$ cat config.mk
export PLATFORM = sky130hd
export DESIGN_NAME = dma_queue
export DESIGN_NICKNAME = d
export VERILOG_FILES = /design/src/rtl/core/dma_pkg.sv /design/src/rtl/core/dma_queue.sv
export SDC_FILE = /design/constraint.sdc
export NUM_CORES = 1
export LEC_CHECK = 0
export BUFFER_PORTS_ARGS = -buffer_cell sky130_fd_sc_hd__buf_2
export CAP_MARGIN = 0
export CORE_UTILIZATION = 52
export DETAILED_ROUTE_END_ITERATION = 8
export PLACE_DENSITY = 0.91
export REMOVE_ABC_BUFFERS = 1
export SLEW_MARGIN = 25
export SYNTH_ARGS = -nofsm -noshare
export SYNTH_HDL_FRONTEND = slang
export SYNTH_SLANG_ARGS = --single-unit
$ cat constraint.sdc
create_clock -name i_clk -period 3.7 [get_ports i_clk]
set_clock_uncertainty 0.2 [all_clocks]
set_input_delay 0.37 -clock i_clk [delete_from_list [all_inputs] [get_ports i_clk]]
set_output_delay 0.37 -clock i_clk [all_outputs]
set_load 0.005 [all_outputs]
$ cat src/rtl/core/dma_pkg.sv
package dma_pkg;

    localparam int unsigned POS_W = 24;
    localparam int unsigned SUM_W = 64;
    localparam int unsigned CNT_W = 32;
    localparam int unsigned LEN_W = 7;
    localparam int unsigned OUT_TDATA_W = 208;
    localparam int unsigned IN_TDATA_W  = 48;

    localparam logic ACT_ADD   = 1'b0;
    localparam logic ACT_FETCH = 1'b1;

    localparam logic signed [SUM_W-1:0] M25 = 64'sd16777215;
    localparam logic signed [SUM_W-1:0] M48 = 64'sd281474943156225;

    typedef struct packed {
        logic                    action;
        logic signed [POS_W-1:0] pos_x;
        logic signed [POS_W-1:0] pos_y;
        logic                    start;
    } t_cmd;

    typedef struct packed {
        logic [5:0]        step_index;
        logic [24:0]       mean_x;
        logic [24:0]       mean_y;
        logic [47:0]       mean_x2;
        logic [47:0]       mean_y2;
        logic [48:0]       mean_xy;
        logic              last_entry;
    } t_result;

endpackage

$ cat src/rtl/core/dma_queue.sv
module dma_queue (
    input  logic          i_clk,
    input  logic          i_rst_n,
    input  logic          i_valid,
    output logic          o_ready,
    input  dma_pkg::t_cmd i_cmd,
    output logic          o_valid,
    input  logic          i_ready,
    output dma_pkg::t_cmd o_cmd
);
    import dma_pkg::*;

    // two-entry skid queue
    t_cmd       r_mem [2];
    logic       r_wp, r_rp;
    logic [1:0] r_cnt;

    assign o_ready = (r_cnt != 2'd2);
    assign o_valid = (r_cnt != 2'd0);
    assign o_cmd   = r_mem[r_rp];

    always_ff @(posedge i_clk) begin
        if (i_valid && o_ready) begin
            r_mem[r_wp] <= i_cmd;
        end
        if (!i_rst_n) begin
            r_wp  <= 1'b0;
            r_rp  <= 1'b0;
            r_cnt <= 2'd0;
        end else begin
            if (i_valid && o_ready) r_wp <= ~r_wp;
            if (o_valid && i_ready) r_rp <= ~r_rp;
            r_cnt <= r_cnt + 2'(i_valid && o_ready) - 2'(o_valid && i_ready);
        end
    end
endmodule

==> results.py, run 1 <==
metrics = {
    "run_status": {
        "status": "finished clean",
    },
    "routing": {
        "vias_per_cell": 4.744,
        "drtIter0Drc": 57,
        "num_vias": 2116,
        "drt-total-wl_um": 6642,
        "avgRoutedWirePerCell_um": 14.89,
        "remaining_drc_errors": 0,
        "dr.pass1.iters": 4,
        "antenna_left": 0,
    },
    "logic_synthesis": {
        "synth-edff-count": 100,
        "yosys.area.top_type": "edfxtp_1",
        "yosysSeqAreaShare_pct": 75.68,
        "async_flop_share_pct": 0,
        "synth_top_cells_by_area": "edfxtp_1 73%, mux2_4 18%, buf_12 2.4%",
        "synth_top_area_share_pct": 73.24,
        "ys_ff_latch": 105,
        "synth_cell_type_count": 17,
        "synth_common_cells": "100 x edfxtp_1, 50 x mux2_4, 5 x buf_12, 5 x dfxtp_1, 3 x xnor2_1",
        "yosysMostFrequentCell": "edfxtp_1",
        "synth.cell_area_sq_um": 4100,
        "yosysWarnings": 0,
        "synthFlopType": "edfxtp_1",
        "synthCells": 180,
        "avgSynthCellArea_sq_um": 22.78,
    },
    "critical_path": {
        "worst_setup_path_end_kind": "output pin",
        "rr_worst_depth": 4,
        "crit_end": "o_cmd[40]",
        "cp-start-kind": "flop",
        "path_cells": "mux2_4 > buf_2",
        "rr_startpoint": "r_cnt[0]",
        "worstSetupPathType": "reg2out",
        "rr_endpoint": "r_mem[0][29]",
        "crit_fanout": 50,
        "regToRegSetupSlack_ps": 1740,
        "cp.required_ps": 3130,
        "arrival_ps": 1840,
        "cpPeakStageDelay_ps": 970,
        "cp_slowest_cell": "dfxtp_4",
    },
    "floorplanning": {
        "die_w_um": 90.80,
        "num_io_pins": 106,
        "start_util_pct": 53.34,
        "std_cell_rows": 32,
        "die_h_um": 90.80,
        "die_area_sq_um": 8244,
        "core_area_sq_um": 7687,
    },
    "clock_network": {
        "cts.clk_slew.worst_paths_ps": 90,
        "clockRootBuffer": "clkbuf_8",
        "cts_tree": "yes",
        "cts_sinks": 105,
        "postCtsSetupBuffers": 0,
        "post_cts_resize_count": 0,
        "clock_path_buffers": 2,
        "htreeDepth": 3,
        "clk_latency_ps": 350,
        "numCtsBuffers": 9,
    },
    "job": {
        "cap_violations": 0,
    },
    "cells_and_area": {
        "areaGrowthSynthToFinish_pct": 30.82,
        "drive_gt1_share_pct": 51.45,
        "nets": 395,
        "diodes": 0,
    },
    "timing": {
        "fin_crit_sh_pct": 65.00,
        "timing.fmax_ghz": 0.4158,
        "finalMaxSlewViolations": 0,
        "min_period_ps": 2405,
        "tightest_slew_ps": 920.7,
        "hold_violations": 0,
        "rsz0062_at_grt": "false",
        "tns_ps": 0,
        "slew_headroom_pct": 38.62,
        "finalSetupViolCount": 0,
    },
    "power": {
        "p_per_area_nw_per_um2": 586.3,
        "p_total_w": 0.003145,
        "power.leakage_nw": 2.123,
        "peakVddDrop_mv": 0.5478,
    },
    "place": {
        "portBuffers": 105,
        "dp_hpwl_um": 4006,
        "gp_congestion": 0.6025,
    },
    "global_route": {
        "grt_overflow": 0,
        "grt_max_degree": 51,
        "grtUsageTotal_pct": 16.78,
        "grt_pass1_vias": 2216,
        "grt_pass1_wl_um": 10180,
        "grt_antenna_before_repair": 0,
    },
    "hold_path": {
        "worstHoldPathType": "in2reg",
    },
}
[registers in the layout, indices dropped and copies added, names as in the netlist, named ones only]
name   flops
r_wp       1
r_cnt      2
r_rp       1
r_mem    100
[what timing repair did]
| action | CTS | global route |
|---|---|---|
| setup endpoints to repair | 0 | 0 |
| hold buffers | 43 | 5 |
| hold endpoints to repair | 80 | 9 |
[how the worst min path moves through the flow]
stage	depth (start not counted)	endpoint	start
after floorplan	2	r_wp	r_wp
after global placement	2	r_wp	r_wp
after detailed placement	2	flop	r_rp
after CTS	1	r_mem[1][23]	i_cmd[23]
after global routing	1	r_mem[0][29]	i_cmd[29]
final	1	r_mem[1][29]	i_cmd[29]
[placed cells by master, fill, tap and decap left out]
master / n
mux2_4: 50
dlygate4sd3_1: 48
clkinv_2: 2
nor2b_1: 2
clkbuf_8: 9
clkinvlp_4: 2
buf_2: 105
dfxtp_4: 1
dfxtp_1: 4
edfxtp_1: 100
and3_4: 1
ha_1: 2
inv_1: 1
nor2_4: 1
buf_4: 1
mux2i_1: 1
nand2_1: 2
xnor2_1: 3
inv_6: 1
or2_2: 1
and2_1: 2
o21a_2: 1
nand2b_1: 2
bufinv_16: 2
[final cells by class]
type                            instances  area (sq um)
Clock buffer                            9         123.9
Multi-Input combinational cell         68         894.6
Clock inverter                          7         93.84
Tap cell                              102         127.6
Inverter                                1         3.754
Timing Repair Buffer                  154          1013
Fill cell                             513          2323
Sequential cell                       105          3107
[worst max-delay path: cells and delay by family, from the launching register on]
family                 cells  cell delay (ps)
multiplexers               1              360
buffers and inverters      1              130
flip-flops                 1              970
[cell families (layout without fill, tap and decap cells)]
family	count (synthesis)	after routing	synth area share, %
mux	51	51	18.55
xor+xnor	3	3	0.6409
flops	105	105	75.68
compound gates	1	1	0.2136
buf+inv	7	171	2.807
simple gates	11	11	1.495
fa+ha+maj	2	2	0.6102
[per-stage QoR]
stage | worst slack [ps] | utilization [%] | instance area [sq um] | std cells | hold slack, ps
detailed placement | 1652 | 60.69 | 4666 | 382 | 342.5
finish | 1295 | 69.78 | 5364 | 446 | 21.46
global placement | 1644 | 60.64 | 4662 | 382 | 303.5
CTS | 1255 | 69.12 | 5314 | 441 | 0.01196
global route | 1194 | 69.78 | 5364 | 446 | 1.787
floorplan | 337.1 | - | 3989 | 174 | 254.9
[layer usage]
layer	wire length [um]	global-route usage, %	up-vias	part of all wire, %
met5	0	0	-	0
met4	105	6.614	0	1.6
met3	320	5.135	10	4.8
met2	3523	30.05	71	53
met1	2692	18.59	1021	41
li1	-	-	1014	-
[report_power, final]
| group | total [W] | internal, W | switching (W) | leakage [nW] |
|---|---|---|---|---|
| clock network | 0.000749 | 0.000381 | 0.000368 | 0.106 |
| registers | 0.00164 | 0.00150 | 0.000144 | 0.976 |
| logic | 0.000757 | 0.000488 | 0.000268 | 1.04 |
No activity file was read; power rests on OpenSTA's default activity.
==> inputs of run 2 (changes only) <==
CORE_UTILIZATION = 47   (was 52)
PLACE_DENSITY = 0.87   (was 0.91)
clock period = 2.1 ns   (was 3.7 ns; I/O delays follow)
==> run 2 against run 1 <==
Compared with the run above:
- worst hold slack improved by 5.2 ps
- cell area increased by 1.1%
- wire length increased by 6.8%
- total power increased by 74%
- clock power increased by 60%
- die area increased by 10%
- flip-flop and latch count unchanged
- non-clock buffer count increased by 8
- register-to-register slack got worse by 1600 ps
- utilization decreased by 4.8 points
- count of clock-buffer cells in the layout increased by 1
- largest cell class unchanged
- largest power group unchanged
==> results.py, run 2 (same netlist as run 1, synthesis figures left out) <==
metrics = {
    "run_status": {
        "status": "finished clean",
    },
    "critical_path": {
        "crit_path_start": "r_cnt[0]",
        "cp-start-kind": "flop",
        "cp.required_ps": 2140,
        "arrival_ps": 2000,
        "worstSetupPathType": "reg2reg",
        "worst_setup_path_end_kind": "flop",
        "rr_startpoint": "r_cnt[0]",
        "crit_fanout": 4,
    },
    "routing": {
        "dr.pass1.iters": 4,
        "remaining_drc_errors": 0,
        "num_vias": 2150,
        "avgRoutedWirePerCell_um": 15.52,
        "drt-total-wl_um": 7093,
        "drtIter0Drc": 58,
        "vias_per_cell": 4.705,
        "antenna_left": 0,
    },
    "timing": {
        "finalSetupViolCount": 0,
        "rsz0062_at_grt": "false",
        "fin_crit_sh_pct": 93.23,
        "tightest_slew_ps": 409.9,
        "slew_headroom_pct": 72.68,
        "hold_violations": 0,
        "min_period_ps": 1958,
        "finalMaxSlewViolations": 0,
        "timing.fmax_ghz": 0.5108,
        "fin_ws_ps": 142.1,
    },
    "clock_network": {
        "cts.clk_slew.worst_paths_ps": 90,
        "clk_latency_ps": 340,
        "cts_tree": "yes",
        "clockRootBuffer": "clkbuf_8",
        "numCtsBuffers": 9,
        "cts_sinks": 105,
        "htreeDepth": 3,
        "postCtsSetupBuffers": 0,
        "clock_path_buffers": 2,
    },
    "floorplanning": {
        "start_util_pct": 49.16,
        "die_h_um": 95.40,
        "core_area_sq_um": 8341,
        "die_area_sq_um": 9101,
        "num_io_pins": 106,
        "die_w_um": 95.40,
        "std_cell_rows": 33,
    },
    "cells_and_area": {
        "largestRegisters": "r_mem x100, r_cnt x2",
        "regMostFlops": "r_mem",
        "drive_gt1_share_pct": 51.42,
        "layout_common_cells": "105 x buf_2, 100 x edfxtp_1, 51 x dlygate4sd3_1",
        "layout_commonest_cell": "buf_2",
        "areaGrowthSynthToFinish_pct": 32.26,
        "multi_input_area_sq_um": 893.4,
        "nets": 403,
        "regArea_sq_um": 3107,
        "fill_cells": 575,
        "largest_reg_flops": 100,
        "diodes": 0,
    },
    "global_route": {
        "grtUsageTotal_pct": 15.84,
        "grt_max_degree": 33,
        "grt_overflow": 0,
        "grt_pass1_vias": 2265,
        "grt_pass1_wl_um": 10580,
        "grt_antenna_before_repair": 0,
    },
    "place": {
        "gp_congestion": 0.6160,
        "dp_hpwl_um": 4222,
        "detailedPlace.worstSlack_ps": 167.9,
        "portBuffers": 105,
    },
    "power": {
        "p_total_w": 0.005473,
        "p_per_area_nw_per_um2": 1009,
        "peakVddDrop_mv": 0.9859,
        "power.leakage_nw": 2.151,
    },
    "hold_path": {
        "worstHoldPathType": "in2reg",
        "hold_start": "i_valid",
    },
    "job": {
        "cap_violations": 0,
    },
}
-- run 2: cell types whose count changed in the layout (fill, tap and decap cells not counted) --
cell           delta
and3_2            +1
clkinv_4          +1
buf_12            +1
and3_4            -1
buf_4             +4
nand2_1           -1
nand2_2           +1
clkbuf_1          +1
clkinv_1          +1
bufinv_16         -1
clkinv_2          -2
dlygate4sd3_1     +3
-- run 2: repair_timing --
item                                    CTS  global route
endpoints found under the hold margin   105             0
endpoints found under the setup margin    0             1
gates resized for setup                   0             1
hold buffers                             51             0
-- run 2: cell type report --
type                            instances  area share, %
Multi-Input combinational cell         68          16.47
Clock buffer                           10          2.353
Clock inverter                          6          1.223
Sequential cell                       105          57.29
Tap cell                              105          2.423
Timing Repair Buffer                  162          20.17
Inverter                                1        0.06922
-- run 2: path summary, 6_finish.rpt --
path              slack, ps  cells after the start       end
setup / recovery        140                      8  r_cnt[1]
hold / removal           30                      3      r_wp
setup reg to reg        140                      8  r_cnt[1]
hold reg to reg         340                      2      r_wp
-- run 2: critical path: stages (launching register included) --
cell and delay (ps):
dfxtp_1 390, nand2b_1 210, nand2_2 130, ha_1 300, inv_1 40, ha_1 180
xnor2_1 130, xnor2_1 120, and2_1 150
-- run 2: power by group --
part	internal (W)	switching (W)	leakage, nW	total, W
Sequential	0.00263	0.0000901	0.976	0.00272
Combinational	0.000894	0.000655	1.08	0.00155
Clock	0.000554	0.000649	0.0905	0.00120
-- run 2: per-layer routing --
metal | wire length, um | up-vias | global-route usage, %
met1 | 2869 | 1038 | 18.06
met2 | 3821 | 71 | 28.99
met5 | 0 | - | 0
li1 | - | 1030 | -
met4 | 104 | 0 | 6.468
met3 | 298 | 11 | 3.030
-- run 2: per-stage QoR --
step	cell area, sq um	util (%)	setup TNS [ps]	hold WS (ps)	std cells
finish	5423	65.02	0	26.63	457
global route	5423	65.02	0	26.68	457
CTS	5420	64.99	0	58.48	457
detailed placement	4716	56.54	0	202.5	390
global placement	4716	56.54	0	197.9	390
floorplan	3989	-	-112060	108.9	174
==> inputs of run 3 (changes only) <==
--- a/config.mk
+++ b/config.mk
@@ -13,3 +13,3 @@
 export REMOVE_ABC_BUFFERS = 1
-export SLEW_MARGIN = 25
+export SLEW_MARGIN = 20
 export SYNTH_ARGS = -nofsm -noshare
==> constraint.sdc (replaced) <==
create_clock -name i_clk -period 2.1 [get_ports i_clk]
set_clock_uncertainty 0.2 [all_clocks]
set_input_delay 0.315 -clock i_clk [delete_from_list [all_inputs] [get_ports i_clk]]
set_output_delay 0.315 -clock i_clk [all_outputs]
set_load 0.005 [all_outputs]
==> run 3 against run 2 <==
Compared with the run above:
- sequential power is essentially flat
- sequential share of layout area grew 0.12 points
- cell area down 0.21%
- highest routed layer unchanged
- largest power group unchanged
==> results.py, run 3 (same netlist as run 1, synthesis figures left out) <==
metrics = {
    "clock_network": {
        "clockRootBuffer": "clkbuf_8",
        "postCtsSetupBuffers": 0,
        "clock_path_buffers": 2,
        "cts_sinks": 105,
        "htreeDepth": 3,
        "numCtsBuffers": 9,
        "cts_hold_buf": 50,
        "post_cts_resize_count": 0,
        "cts.clk_slew.worst_paths_ps": 90,
        "clk_latency_ps": 350,
        "cts_tree": "yes",
    },
    "cells_and_area": {
        "drive_gt1_share_pct": 51.57,
        "areaGrowthSynthToFinish_pct": 31.98,
        "regMostFlops": "r_mem",
        "largestRegisters": "r_mem x100, r_cnt x2",
        "layout_common_cells": "105 x buf_2, 100 x edfxtp_1, 50 x mux2_4, 50 x dlygate4sd3_1, 9 x clkbuf_8",
        "final_core_util_pct": 64.88,
        "layout_commonest_cell": "buf_2",
        "largest_reg_flops": 100,
        "nets": 402,
        "diodes": 0,
    },
    "hold_path": {
        "min_path_cells": 2,
        "hold_start": "i_rst_n",
        "worstHoldPathType": "in2reg",
    },
    "global_route": {
        "grt_overflow": 0,
        "grt_pass1_vias": 2155,
        "grt_antenna_before_repair": 0,
        "grtUsageTotal_pct": 15.10,
        "grt_max_degree": 33,
        "grt_pass1_wl_um": 9970,
    },
    "timing": {
        "tightest_slew_ps": 413.3,
        "timing.fmax_ghz": 0.4932,
        "slew_headroom_pct": 72.45,
        "rsz0062_at_grt": "false",
        "fin_crit_sh_pct": 96.55,
        "finalSetupViolCount": 0,
        "tns_ps": 0,
        "finalMaxSlewViolations": 0,
        "hold_violations": 0,
        "min_period_ps": 2027,
    },
    "critical_path": {
        "worstSetupPathType": "reg2out",
        "cp.required_ps": 1580,
        "arrival_ps": 1510,
        "cp-start-kind": "flop",
        "crit_fanout": 18,
        "rr_endpoint": "r_cnt[1]",
        "rr_startpoint": "r_cnt[0]",
        "worst_setup_path_end_kind": "output pin",
        "rr_worst_depth": 8,
        "regToRegSetupSlack_ps": 140,
    },
    "routing": {
        "num_vias": 2146,
        "remaining_drc_errors": 0,
        "avgRoutedWirePerCell_um": 14.84,
        "drt-total-wl_um": 6767,
        "antenna_left": 0,
        "drtIter0Drc": 72,
        "vias_per_cell": 4.706,
        "dr.pass1.iters": 4,
    },
    "run_status": {
        "status": "finished clean",
    },
    "place": {
        "portBuffers": 105,
        "gp_congestion": 0.6064,
        "dp_hpwl_um": 4167,
    },
    "floorplanning": {
        "start_util_pct": 49.16,
        "die_w_um": 95.40,
        "num_io_pins": 106,
        "std_cell_rows": 33,
        "core_area_sq_um": 8341,
        "die_area_sq_um": 9101,
        "die_h_um": 95.40,
    },
    "power": {
        "p_per_area_nw_per_um2": 1011,
        "peakVddDrop_mv": 0.7128,
        "power.leakage_nw": 2.149,
        "p_total_w": 0.005471,
    },
    "job": {
        "cap_violations": 0,
    },
}
[run 3: cell count changes in the layout (fill, tap and decap cells not counted), sizes merged]
cell | before | now
dlygate4sd3 | 51 | 50
[run 3: worst max-delay path by stage]
stage | cells after the start | slack (ps) | to
after floorplan | 3 | -1260 | r_mem[0][0]
after global placement | 8 | 290 | r_cnt[1]
after detailed placement | 8 | 190 | r_cnt[1]
after CTS | 3 | 40 | o_cmd[17]
after global routing | 3 | 10 | o_cmd[26]
final | 3 | 70 | o_cmd[17]
[run 3: power by group]
part | switching, W | leakage, nW | internal, W
clock | 0.000651 | 0.0929 | 0.000556
sequential | 0.0000890 | 0.976 | 0.00263
combinational | 0.000650 | 1.08 | 0.000893
[run 3: layer usage]
layer	part of all wire (%)	up-vias	GRT usage, %
met1	40	1049	17.15
met4	1.2	0	5.597
li1	-	1027	-
met2	55	63	28.15
met3	4.0	7	2.711
met5	0	-	0
[run 3: final cells by class]
| class | count | area, sq um |
|---|---|---|
| flip-flops and latches | 105 | 3107 |
| fillers | 597 | 2929 |
| repair buffers | 161 | 1084 |
| multi-input cells | 68 | 890.9 |
| well taps | 105 | 131.4 |
| clock buffers | 10 | 127.6 |
| clock inverters | 6 | 67.56 |
| inverters | 1 | 3.754 |
[run 3: through the flow]
| stage | std cells | worst slack [ps] | hold slack [ps] | area (sq um) |
|---|---|---|---|---|
| floorplan | 174 | -1263 | 213.9 | 3989 |
| detailed placement | 390 | 188.4 | 306.1 | 4716 |
| CTS | 456 | 44.33 | 24.68 | 5411 |
| global route | 456 | 14.50 | 36.15 | 5411 |
| global placement | 390 | 288.8 | 302.3 | 4716 |
| finish | 456 | 72.52 | 50.19 | 5411 |
[run 3: critical path, stage by stage (launching register included)]
cell and delay (ps):
dfxtp_4 370, buf_4 320, mux2_4 340, buf_2 130
